## src/sv/oklt_pkg.sv

```systemverilog
// ----------------------------------------------------------------------------
// oklt_pkg
// Shared types and codes for the ordered key list table: request and status
// codes, channel words, controller states and the controller/datapath link.
// ----------------------------------------------------------------------------
`timescale 1ns / 1ps
`default_nettype none

package oklt_pkg;

  // default list capacity
  localparam int unsigned DEPTH_DEF = 16;

  localparam int unsigned KEY_W  = 32;
  localparam int unsigned REQ_W  = 3;
  localparam int unsigned STAT_W = 2;
  localparam int unsigned FILL_W = 5;

  // request codes
  typedef enum logic [REQ_W-1:0] {
    REQ_HEAD    = 3'd0,
    REQ_TAIL    = 3'd1,
    REQ_ORDERED = 3'd2,
    REQ_DELETE  = 3'd3,
    REQ_DUMP    = 3'd4,
    REQ_CLEAR   = 3'd5
  } req_e;

  // result status codes
  typedef enum logic [STAT_W-1:0] {
    STAT_OK        = 2'd0,
    STAT_FULL      = 2'd1,
    STAT_NOT_FOUND = 2'd2,
    STAT_EMPTY     = 2'd3
  } status_e;

  // request word
  typedef struct packed {
    logic [REQ_W-1:0]        req_type;
    logic signed [KEY_W-1:0] key;
  } req_word_t;

  // result word
  typedef struct packed {
    logic signed [KEY_W-1:0] out_key;
    logic                    last;
    logic [STAT_W-1:0]       status;
    logic [FILL_W-1:0]       fill_count;
    logic                    is_empty;
  } rsp_word_t;

  // controller states
  typedef enum logic [2:0] {
    S_IDLE,
    S_EXEC,
    S_RESP,
    S_DUMP,
    S_ROT
  } state_e;

  // datapath operation on the cell row
  typedef enum logic [2:0] {
    OP_NONE,
    OP_INSERT,
    OP_DELETE,
    OP_CLEAR,
    OP_ROTATE
  } dp_op_e;

  // where an insert lands
  typedef enum logic [1:0] {
    MODE_HEAD,
    MODE_TAIL,
    MODE_ORDERED
  } ins_mode_e;

  // controller to datapath
  typedef struct packed {
    logic      load_key;
    dp_op_e    op;
    ins_mode_e mode;
    logic      load_status;
    status_e   status_val;
    logic      load_out;
    logic      out_dump;
  } dp_cmd_t;

  // datapath to controller
  typedef struct packed {
    logic full;
    logic found;
    logic empty;
    logic dump_last;
    logic rot_done;
  } dp_stat_t;

endpackage

`default_nettype wire

```

## src/sv/ordered_key_list_table.sv

```systemverilog
// Sequence: a non-dump request is accepted while idle, updates the list in the next
// cycle and shows its result word once the result channel is free; req_stall holds
// off the next request until the block is idle again. Dump of a non-empty list: one
// key a cycle from the head while the result is not stalled, then the cell row finishes
// a full turn; an empty dump returns a single empty-status word. Reset (rst, synchronous)
// empties the list and drops any pending result word.
// ----------------------------------------------------------------------------
// ordered_key_list_table
// Bounded list of signed keys kept head to tail: head, tail and ordered
// insert, delete by key, dump and clear.
// ----------------------------------------------------------------------------
`timescale 1ns / 1ps
`default_nettype none

module ordered_key_list_table #(
  parameter int unsigned DEPTH = oklt_pkg::DEPTH_DEF
) (
  input  wire logic                clk,
  input  wire logic                rst,
  input  wire logic                req_valid,
  output logic                     req_stall,
  input  wire oklt_pkg::req_word_t req,
  output logic                     rsp_valid,
  input  wire logic                rsp_stall,
  output oklt_pkg::rsp_word_t      rsp
);
  import oklt_pkg::*;

  dp_cmd_t  cmd;
  dp_stat_t stat;

  // sequencer
  oklt_ctrl u_ctrl (
    .clk       (clk),
    .rst       (rst),
    .req_valid (req_valid),
    .req_stall (req_stall),
    .req_type  (req.req_type),
    .rsp_valid (rsp_valid),
    .rsp_stall (rsp_stall),
    .cmd       (cmd),
    .stat      (stat)
  );

  // cell row and result register
  oklt_dp #(
    .DEPTH (DEPTH)
  ) u_dp (
    .clk  (clk),
    .rst  (rst),
    .key  (req.key),
    .cmd  (cmd),
    .stat (stat),
    .rsp  (rsp)
  );

endmodule

`default_nettype wire

```

## src/sv/oklt_ctrl.sv

```systemverilog
// ----------------------------------------------------------------------------
// oklt_ctrl
// Sequencer for the key list: takes a request, steers one update of the
// cell row, then issues the single result or streams a dump.
// ----------------------------------------------------------------------------
`timescale 1ns / 1ps
`default_nettype none

module oklt_ctrl (
  input  wire logic                    clk,
  input  wire logic                    rst,
  input  wire logic                    req_valid,
  output logic                         req_stall,
  input  wire logic [oklt_pkg::REQ_W-1:0] req_type,
  output logic                         rsp_valid,
  input  wire logic                    rsp_stall,
  output oklt_pkg::dp_cmd_t            cmd,
  input  wire oklt_pkg::dp_stat_t      stat
);
  import oklt_pkg::*;

  state_e           state;
  state_e           state_next;
  logic [REQ_W-1:0] req_q;
  logic             out_free;

  // state register
  always_ff @(posedge clk) begin
    if (rst) begin
      state <= S_IDLE;
    end else begin
      state <= state_next;
    end
  end

  // held request code
  always_ff @(posedge clk) begin
    if (cmd.load_key) begin
      req_q <= req_type;
    end
  end

  // result word valid flag
  always_ff @(posedge clk) begin
    if (rst) begin
      rsp_valid <= 1'b0;
    end else if (cmd.load_out) begin
      rsp_valid <= 1'b1;
    end else if (!rsp_stall) begin
      rsp_valid <= 1'b0;
    end
  end

  assign out_free  = !rsp_valid || !rsp_stall;
  assign req_stall = (state != S_IDLE);

  // next state and commands
  always_comb begin
    state_next       = state;
    cmd              = '0;
    cmd.op           = OP_NONE;
    cmd.mode         = MODE_HEAD;
    cmd.status_val   = STAT_OK;
    unique case (state)
      S_IDLE: begin
        if (req_valid) begin
          cmd.load_key = 1'b1;
          state_next   = S_EXEC;
        end
      end
      S_EXEC: begin
        cmd.load_status = 1'b1;
        state_next      = S_RESP;
        unique case (req_q)
          REQ_HEAD, REQ_TAIL, REQ_ORDERED: begin
            if (stat.full) begin
              cmd.status_val = STAT_FULL;
            end else begin
              cmd.op = OP_INSERT;
              unique case (req_q)
                REQ_HEAD: cmd.mode = MODE_HEAD;
                REQ_TAIL: cmd.mode = MODE_TAIL;
                default:  cmd.mode = MODE_ORDERED;
              endcase
            end
          end
          REQ_DELETE: begin
            cmd.op         = OP_DELETE;
            cmd.status_val = stat.found ? STAT_OK : STAT_NOT_FOUND;
          end
          REQ_DUMP: begin
            if (stat.empty) begin
              cmd.status_val = STAT_EMPTY;
            end else begin
              state_next = S_DUMP;
            end
          end
          REQ_CLEAR: begin
            cmd.op = OP_CLEAR;
          end
          default: begin
            // unused codes: no change, plain ok result
          end
        endcase
      end
      S_RESP: begin
        if (out_free) begin
          cmd.load_out = 1'b1;
          state_next   = S_IDLE;
        end
      end
      S_DUMP: begin
        // head key out, row turns by one
        if (out_free) begin
          cmd.load_out = 1'b1;
          cmd.out_dump = 1'b1;
          cmd.op       = OP_ROTATE;
          if (stat.dump_last) begin
            state_next = stat.rot_done ? S_IDLE : S_ROT;
          end
        end
      end
      S_ROT: begin
        // finish the full turn so the head is back in place
        cmd.op = OP_ROTATE;
        if (stat.rot_done) begin
          state_next = S_IDLE;
        end
      end
      default: begin
        state_next = S_IDLE;
      end
    endcase
  end

endmodule

`default_nettype wire

```

## src/sv/oklt_dp.sv

```systemverilog
// ----------------------------------------------------------------------------
// oklt_dp
// Row of key cells with per-cell compare and shift, fill count, step
// counter for dumps, and the result word register.
// ----------------------------------------------------------------------------
`timescale 1ns / 1ps
`default_nettype none

module oklt_dp #(
  parameter int unsigned DEPTH = oklt_pkg::DEPTH_DEF
) (
  input  wire logic                            clk,
  input  wire logic                            rst,
  input  wire logic signed [oklt_pkg::KEY_W-1:0] key,
  input  wire oklt_pkg::dp_cmd_t               cmd,
  output oklt_pkg::dp_stat_t                   stat,
  output oklt_pkg::rsp_word_t                  rsp
);
  import oklt_pkg::*;

  localparam int unsigned CW = $clog2(DEPTH + 1);

  logic signed [KEY_W-1:0] key_q;
  logic [KEY_W-1:0]        cells [DEPTH];
  logic [KEY_W-1:0]        up_val [DEPTH];
  logic [KEY_W-1:0]        dn_val [DEPTH];
  logic [CW-1:0]           count;
  logic [CW-1:0]           step;
  status_e                 status_q;

  logic [DEPTH-1:0] mark;
  logic [DEPTH-1:0] mark_low;
  logic [DEPTH-1:0] mark_above;
  logic [DEPTH-1:0] eq;
  logic [DEPTH-1:0] eq_low;
  logic [DEPTH-1:0] eq_above;
  logic [DEPTH-1:0] del_move;

  // neighbour taps for each cell
  for (genvar i = 0; i < DEPTH; i++) begin : g_tap
    if (i == DEPTH - 1) begin : g_end
      assign up_val[i] = cells[0];
    end else begin : g_mid
      assign up_val[i] = cells[i+1];
    end
    if (i == 0) begin : g_first
      assign dn_val[i] = key_q;
    end else begin : g_rest
      assign dn_val[i] = cells[i-1];
    end
  end

  // per-cell insert mark and key match
  always_comb begin
    for (int i = 0; i < DEPTH; i++) begin
      unique case (cmd.mode)
        MODE_HEAD: mark[i] = 1'b1;
        MODE_TAIL: mark[i] = (CW'(i) >= count);
        default:   mark[i] = (CW'(i) >= count) || !($signed(cells[i]) < key_q);
      endcase
      eq[i] = (CW'(i) < count) && (cells[i] == key_q);
    end
  end

  // first hit and everything past it, by borrow chain
  assign mark_low   = mark & (mark ^ (mark - DEPTH'(1)));
  assign mark_above = ~(mark ^ (mark - DEPTH'(1)));
  assign eq_low     = eq & (eq ^ (eq - DEPTH'(1)));
  assign eq_above   = ~(eq ^ (eq - DEPTH'(1)));
  assign del_move   = eq_low | eq_above;

  // status to the controller
  assign stat.full      = (count == CW'(DEPTH));
  assign stat.found     = |eq;
  assign stat.empty     = (count == '0);
  assign stat.dump_last = (step == count - CW'(1));
  assign stat.rot_done  = (step == CW'(DEPTH - 1));

  // request key
  always_ff @(posedge clk) begin
    if (cmd.load_key) begin
      key_q <= key;
    end
  end

  // cell row
  always_ff @(posedge clk) begin
    for (int i = 0; i < DEPTH; i++) begin
      unique case (cmd.op)
        OP_INSERT: begin
          if (mark_above[i]) begin
            cells[i] <= dn_val[i];
          end else if (mark_low[i]) begin
            cells[i] <= key_q;
          end
        end
        OP_DELETE: begin
          if (del_move[i]) begin
            cells[i] <= up_val[i];
          end
        end
        OP_ROTATE: cells[i] <= up_val[i];
        default: ;
      endcase
    end
  end

  // fill count
  always_ff @(posedge clk) begin
    if (rst) begin
      count <= '0;
    end else begin
      unique case (cmd.op)
        OP_INSERT: count <= count + CW'(1);
        OP_DELETE: begin
          if (stat.found) begin
            count <= count - CW'(1);
          end
        end
        OP_CLEAR:  count <= '0;
        default: ;
      endcase
    end
  end

  // rotation step counter
  always_ff @(posedge clk) begin
    if (rst) begin
      step <= '0;
    end else if (cmd.load_key) begin
      step <= '0;
    end else if (cmd.op == OP_ROTATE) begin
      step <= step + CW'(1);
    end
  end

  // held status
  always_ff @(posedge clk) begin
    if (cmd.load_status) begin
      status_q <= cmd.status_val;
    end
  end

  // result word register
  always_ff @(posedge clk) begin
    if (cmd.load_out) begin
      rsp.fill_count <= FILL_W'(count);
      rsp.is_empty   <= (count == '0);
      if (cmd.out_dump) begin
        rsp.out_key <= cells[0];
        rsp.last    <= stat.dump_last;
        rsp.status  <= STAT_OK;
      end else begin
        rsp.out_key <= '0;
        rsp.last    <= 1'b1;
        rsp.status  <= status_q;
      end
    end
  end

endmodule

`default_nettype wire

```

## config.mk

```make
export PLATFORM = sky130hd
export DESIGN_NAME = ordered_key_list_table
export DESIGN_NICKNAME = d
export VERILOG_FILES = /design/src/sv/oklt_pkg.sv /design/src/sv/ordered_key_list_table.sv /design/src/sv/oklt_ctrl.sv /design/src/sv/oklt_dp.sv
export SDC_FILE = /design/constraint.sdc
export NUM_CORES = 2
export LEC_CHECK = 0
export ABC_CLOCK_PERIOD_IN_PS = 10100
export BUFFER_PORTS_ARGS = -buffer_cell sky130_fd_sc_hd__buf_2
export CAP_MARGIN = 20
export CORE_MARGIN = 5
export CORE_UTILIZATION = 65
export CTS_CLUSTER_SIZE = 25
export DETAILED_ROUTE_END_ITERATION = 8
export PLACE_DENSITY = 0.83
export SLEW_MARGIN = 5
export SYNTH_ARGS = -nofsm -noshare
export SYNTH_HDL_FRONTEND = slang
export SYNTH_SLANG_ARGS = --single-unit
```

## constraint.sdc

```tcl
create_clock -name clk -period 10.1 [get_ports clk]
set_input_delay 0 -clock clk [delete_from_list [all_inputs] [get_ports clk]]
set_output_delay 0 -clock clk [all_outputs]
set_load 0.1 [all_outputs]
```

==> impl_metrics.yaml <==
sta:
  layout_setup_ws_ns: 2.688
  tns_ns: 0
  final-hold-violation-count: 0
  rsz0062_at_grt: "false"
  period_needed_ns: 7.412
  holdWs_ns: 0.08223
  fmax_ghz: 0.1349
  finalCritPeriodShare_pct: 73.39
  final-max-slew-violation-count: 0
  slew_headroom_pct: 21.80
  worstMarginPinSlew_ns: 1.169
  setup_viol: 0
  clock_skew_ns: 0.01652
finish:
  fin_nets: 4725
  area_growth_pct: 9.883
  fillerInstances: 4619
  drive_gt1_share_pct: 8.317
  final_cell_count_no_fill: 5064
  final_cell_mix: "edfxtp_1, ha_1, a21oi_1, mux2i_1, nor2_1"
  final_common_cell: "edfxtp_1"
  final_area_sq_mm: 0.04588
logic_synthesis:
  async_reset_ff_share_pct: 0
  yosysSeqAreaShare_pct: 43.10
  syn-num-nets: 4666
  yosys.area.top_type: "edfxtp_1"
  syn_area_sq_mm: 0.04175
  yosysWarningCount: 0
  syn_area_per_cell_sq_um: 10.20
  yosys-top-cells-area: "edfxtp_1, ha_1, mux2i_1"
  synth-main-ff-cell: "edfxtp_1"
  synth-seq-cells: 604
  synth.top_cell.area_share_pct: 42.43
  synth-edff-count: 590
  synth_cells: 4095
  ys_types: 80
placement:
  port_buffers: 81
  gp_congestion: 1.009
  post-place-ws_ns: 3.151
  dp.cells: 4898
  placed_cell_area_sq_mm: 0.04321
  hpwlAfterDp_microns: 100200
power:
  p_switching_mw: 4.573
  p_clk_share_pct: 23.0
  ir_drop_uv: 118.8
  pwr-share-comb_pct: 37.1
  powerDensity_mw_per_mm2: 241.9
  p_leak_nw: 20.20
  pwr-share-seq_pct: 39.9
  power.internal_mw: 6.526
  switching_share_pct: 41.20
die:
  start_util_pct: 65.24
  design.portCount: 82
  die_w_microns: 263.4
  die_h_microns: 263.4
  coreArea_sq_mm: 0.06400
  rows: 93
  die-area_sq_mm: 0.06940
global_route:
  grt_first_pass_wirelength_microns: 209800
  grtUsageTotal_pct: 39.08
  grt_pass1_vias: 33800
  grt_max_degree: 69
  antenna_found_initial: 1
  grt_overflow_total: 0
cts:
  cts_tree: "built"
  clk_path_buf_depth: 3
  cts.htree.levels: 3
  clk_latency_ns: 0.63
  post-cts-setup-buffers: 0
  clock-sinks: 604
  cts_buffers: 69
  clkSlewWorstSetupHoldPaths_ns: 0.06
  cts_root_buffer: "clkbuf_16"
run_status:
  outcome: "finished clean"
detailed_routing:
  wl_per_cell_microns: 27.82
  route.detailed.drc: 0
  wl_microns: 140900
  viasPerCell: 7.084
  ant_nets: 0
  drtIter0Drc: 5317
  vias: 35870
  firstDrtPassIters: 8
worst_setup_path:
  r2r_setup_slack_ns: 2.69
  regToRegStartpoint: "u_dp.key_q[15]"
  worstPathArrival_ns: 7.73
  cp_max_fo: 33
  crit_required_ns: 10.42
  end_kind: "flop"
  cp-start-kind: "flop"
  cp-startpoint: "u_dp.key_q[15]"
  worstSetupPathType: "reg -> reg"
hold_path:
  hold_class: "in -> reg"
  holdCritStartpoint: "req[19]"
run:
  max_cap_violations: 0
-- what timing repair did --
action                                  4_1_cts  5_1_grt
hold buffers                                 38        0
endpoints found under the setup margin        0        0
hold endpoints to repair                     50        0
gates resized for setup                       0        0
-- cells by family after synthesis --
group,share of synthesized area [%]
fa+ha+maj,15.94
flops,43.10
buf+inv,2.964
compound gates,13.91
xor+xnor,0.5454
mux,10.96
simple gates,12.58
-- cell type report --
type                    count  area [sq um]  area share (%)
repair buffers            204          1464           3.191
flip-flops and latches    604         18000           39.23
clock buffers              96          1994           4.347
diodes                      1         2.502        0.005454
multi-input cells        3186         22780           49.65
well taps                 855          1070           2.332
clock inverters            29         240.2          0.5236
inverters                  89         334.1          0.7282
-- routing by layer --
metal  wire length (microns)  track usage, %  vias to the layer above  part of all wire, %
met3                   22800           11.33                      517                   16
li1                        -               -                    15520                    -
met2                   58470           56.25                     3175                   42
met5                       0               0                        -                    0
met4                    8576           19.43                        0                  6.1
met1                   51010           54.34                    16660                   36
-- power by group through the flow --
| stage | logic (mW) | clock network [mW] | registers [mW] |
|---|---|---|---|
| after floorplan | 2.54 | 0 | 4.28 |
| after global placement | 3.78 | 0 | 4.38 |
| after detailed placement | 3.94 | 0 | 4.39 |
| after CTS | 4.00 | 2.53 | 4.35 |
| after global routing | 4.46 | 2.65 | 4.43 |
| final | 4.12 | 2.55 | 4.43 |
-- path summary, 6_finish.rpt --
check	to	cells after the start
max	u_dp.cells[8][24]	20
min	u_dp.key_q[19]	2
max reg2reg	u_dp.cells[8][24]	20
min reg2reg	u_dp.step[4]	2
-- registers in the layout, indices dropped and copies added, names as in the netlist --
name	flops
u_ctrl.req_q	3
u_dp.step	5
u_dp.status_q	2
u_ctrl.state	3
u_dp.key_q	32
u_dp.rsp	41
u_dp.cells	512
u_ctrl.rsp_valid	1
u_dp.count	5
-- synth_stat cells, types with 10 or more instances --
library cell  count
a211oi_1         33
a21o_1           59
a21oi_1         476
a31oi_1          28
and2_1           40
and4_1           12
buf_1            19
buf_2            23
clkbuf_1        169
dfxtp_1          14
edfxtp_1        590
ha_1            532
inv_1            88
mux2_2           32
mux2i_1         421
nand2_1         372
nand2b_1         17
nand3_1          64
nand4_1          92
nor2_1          407
nor2b_1          31
nor3_1           37
nor4_1           30
o211ai_1         22
o21a_1           12
o21ai_0         271
o21ai_1          33
o221ai_1         10
xnor2_1          18
-- critical path, cell delays in order, from the launching register on --
cell and delay, ns:
edfxtp_1 0.75, inv_1 0.63, ha_1 0.53, nand4_1 0.20
nor4_1 0.72, o21ai_0 0.39, a31oi_1 0.26, nor3_1 0.07
o211ai_1 0.56, inv_1 0.15, ha_1 0.26, nand3_1 0.13
nor2_1 0.08, nand3_1 0.20, inv_1 0.09, ha_1 0.21
nand2_1 0.07, buf_4 0.43, and2_1 0.70, o21ai_4 0.27
buf_4 0.35
-- stage by stage --
step           total power, mW  utilization [%]
2_1_floorplan            6.814                -
3_3_place_gp             8.160            67.51
3_5_place_dp             8.334            67.51
4_1_cts                  10.88            71.60
5_1_grt                  11.54            71.68
6_report                 11.10            71.69
Power figures use the tool's default switching activity.
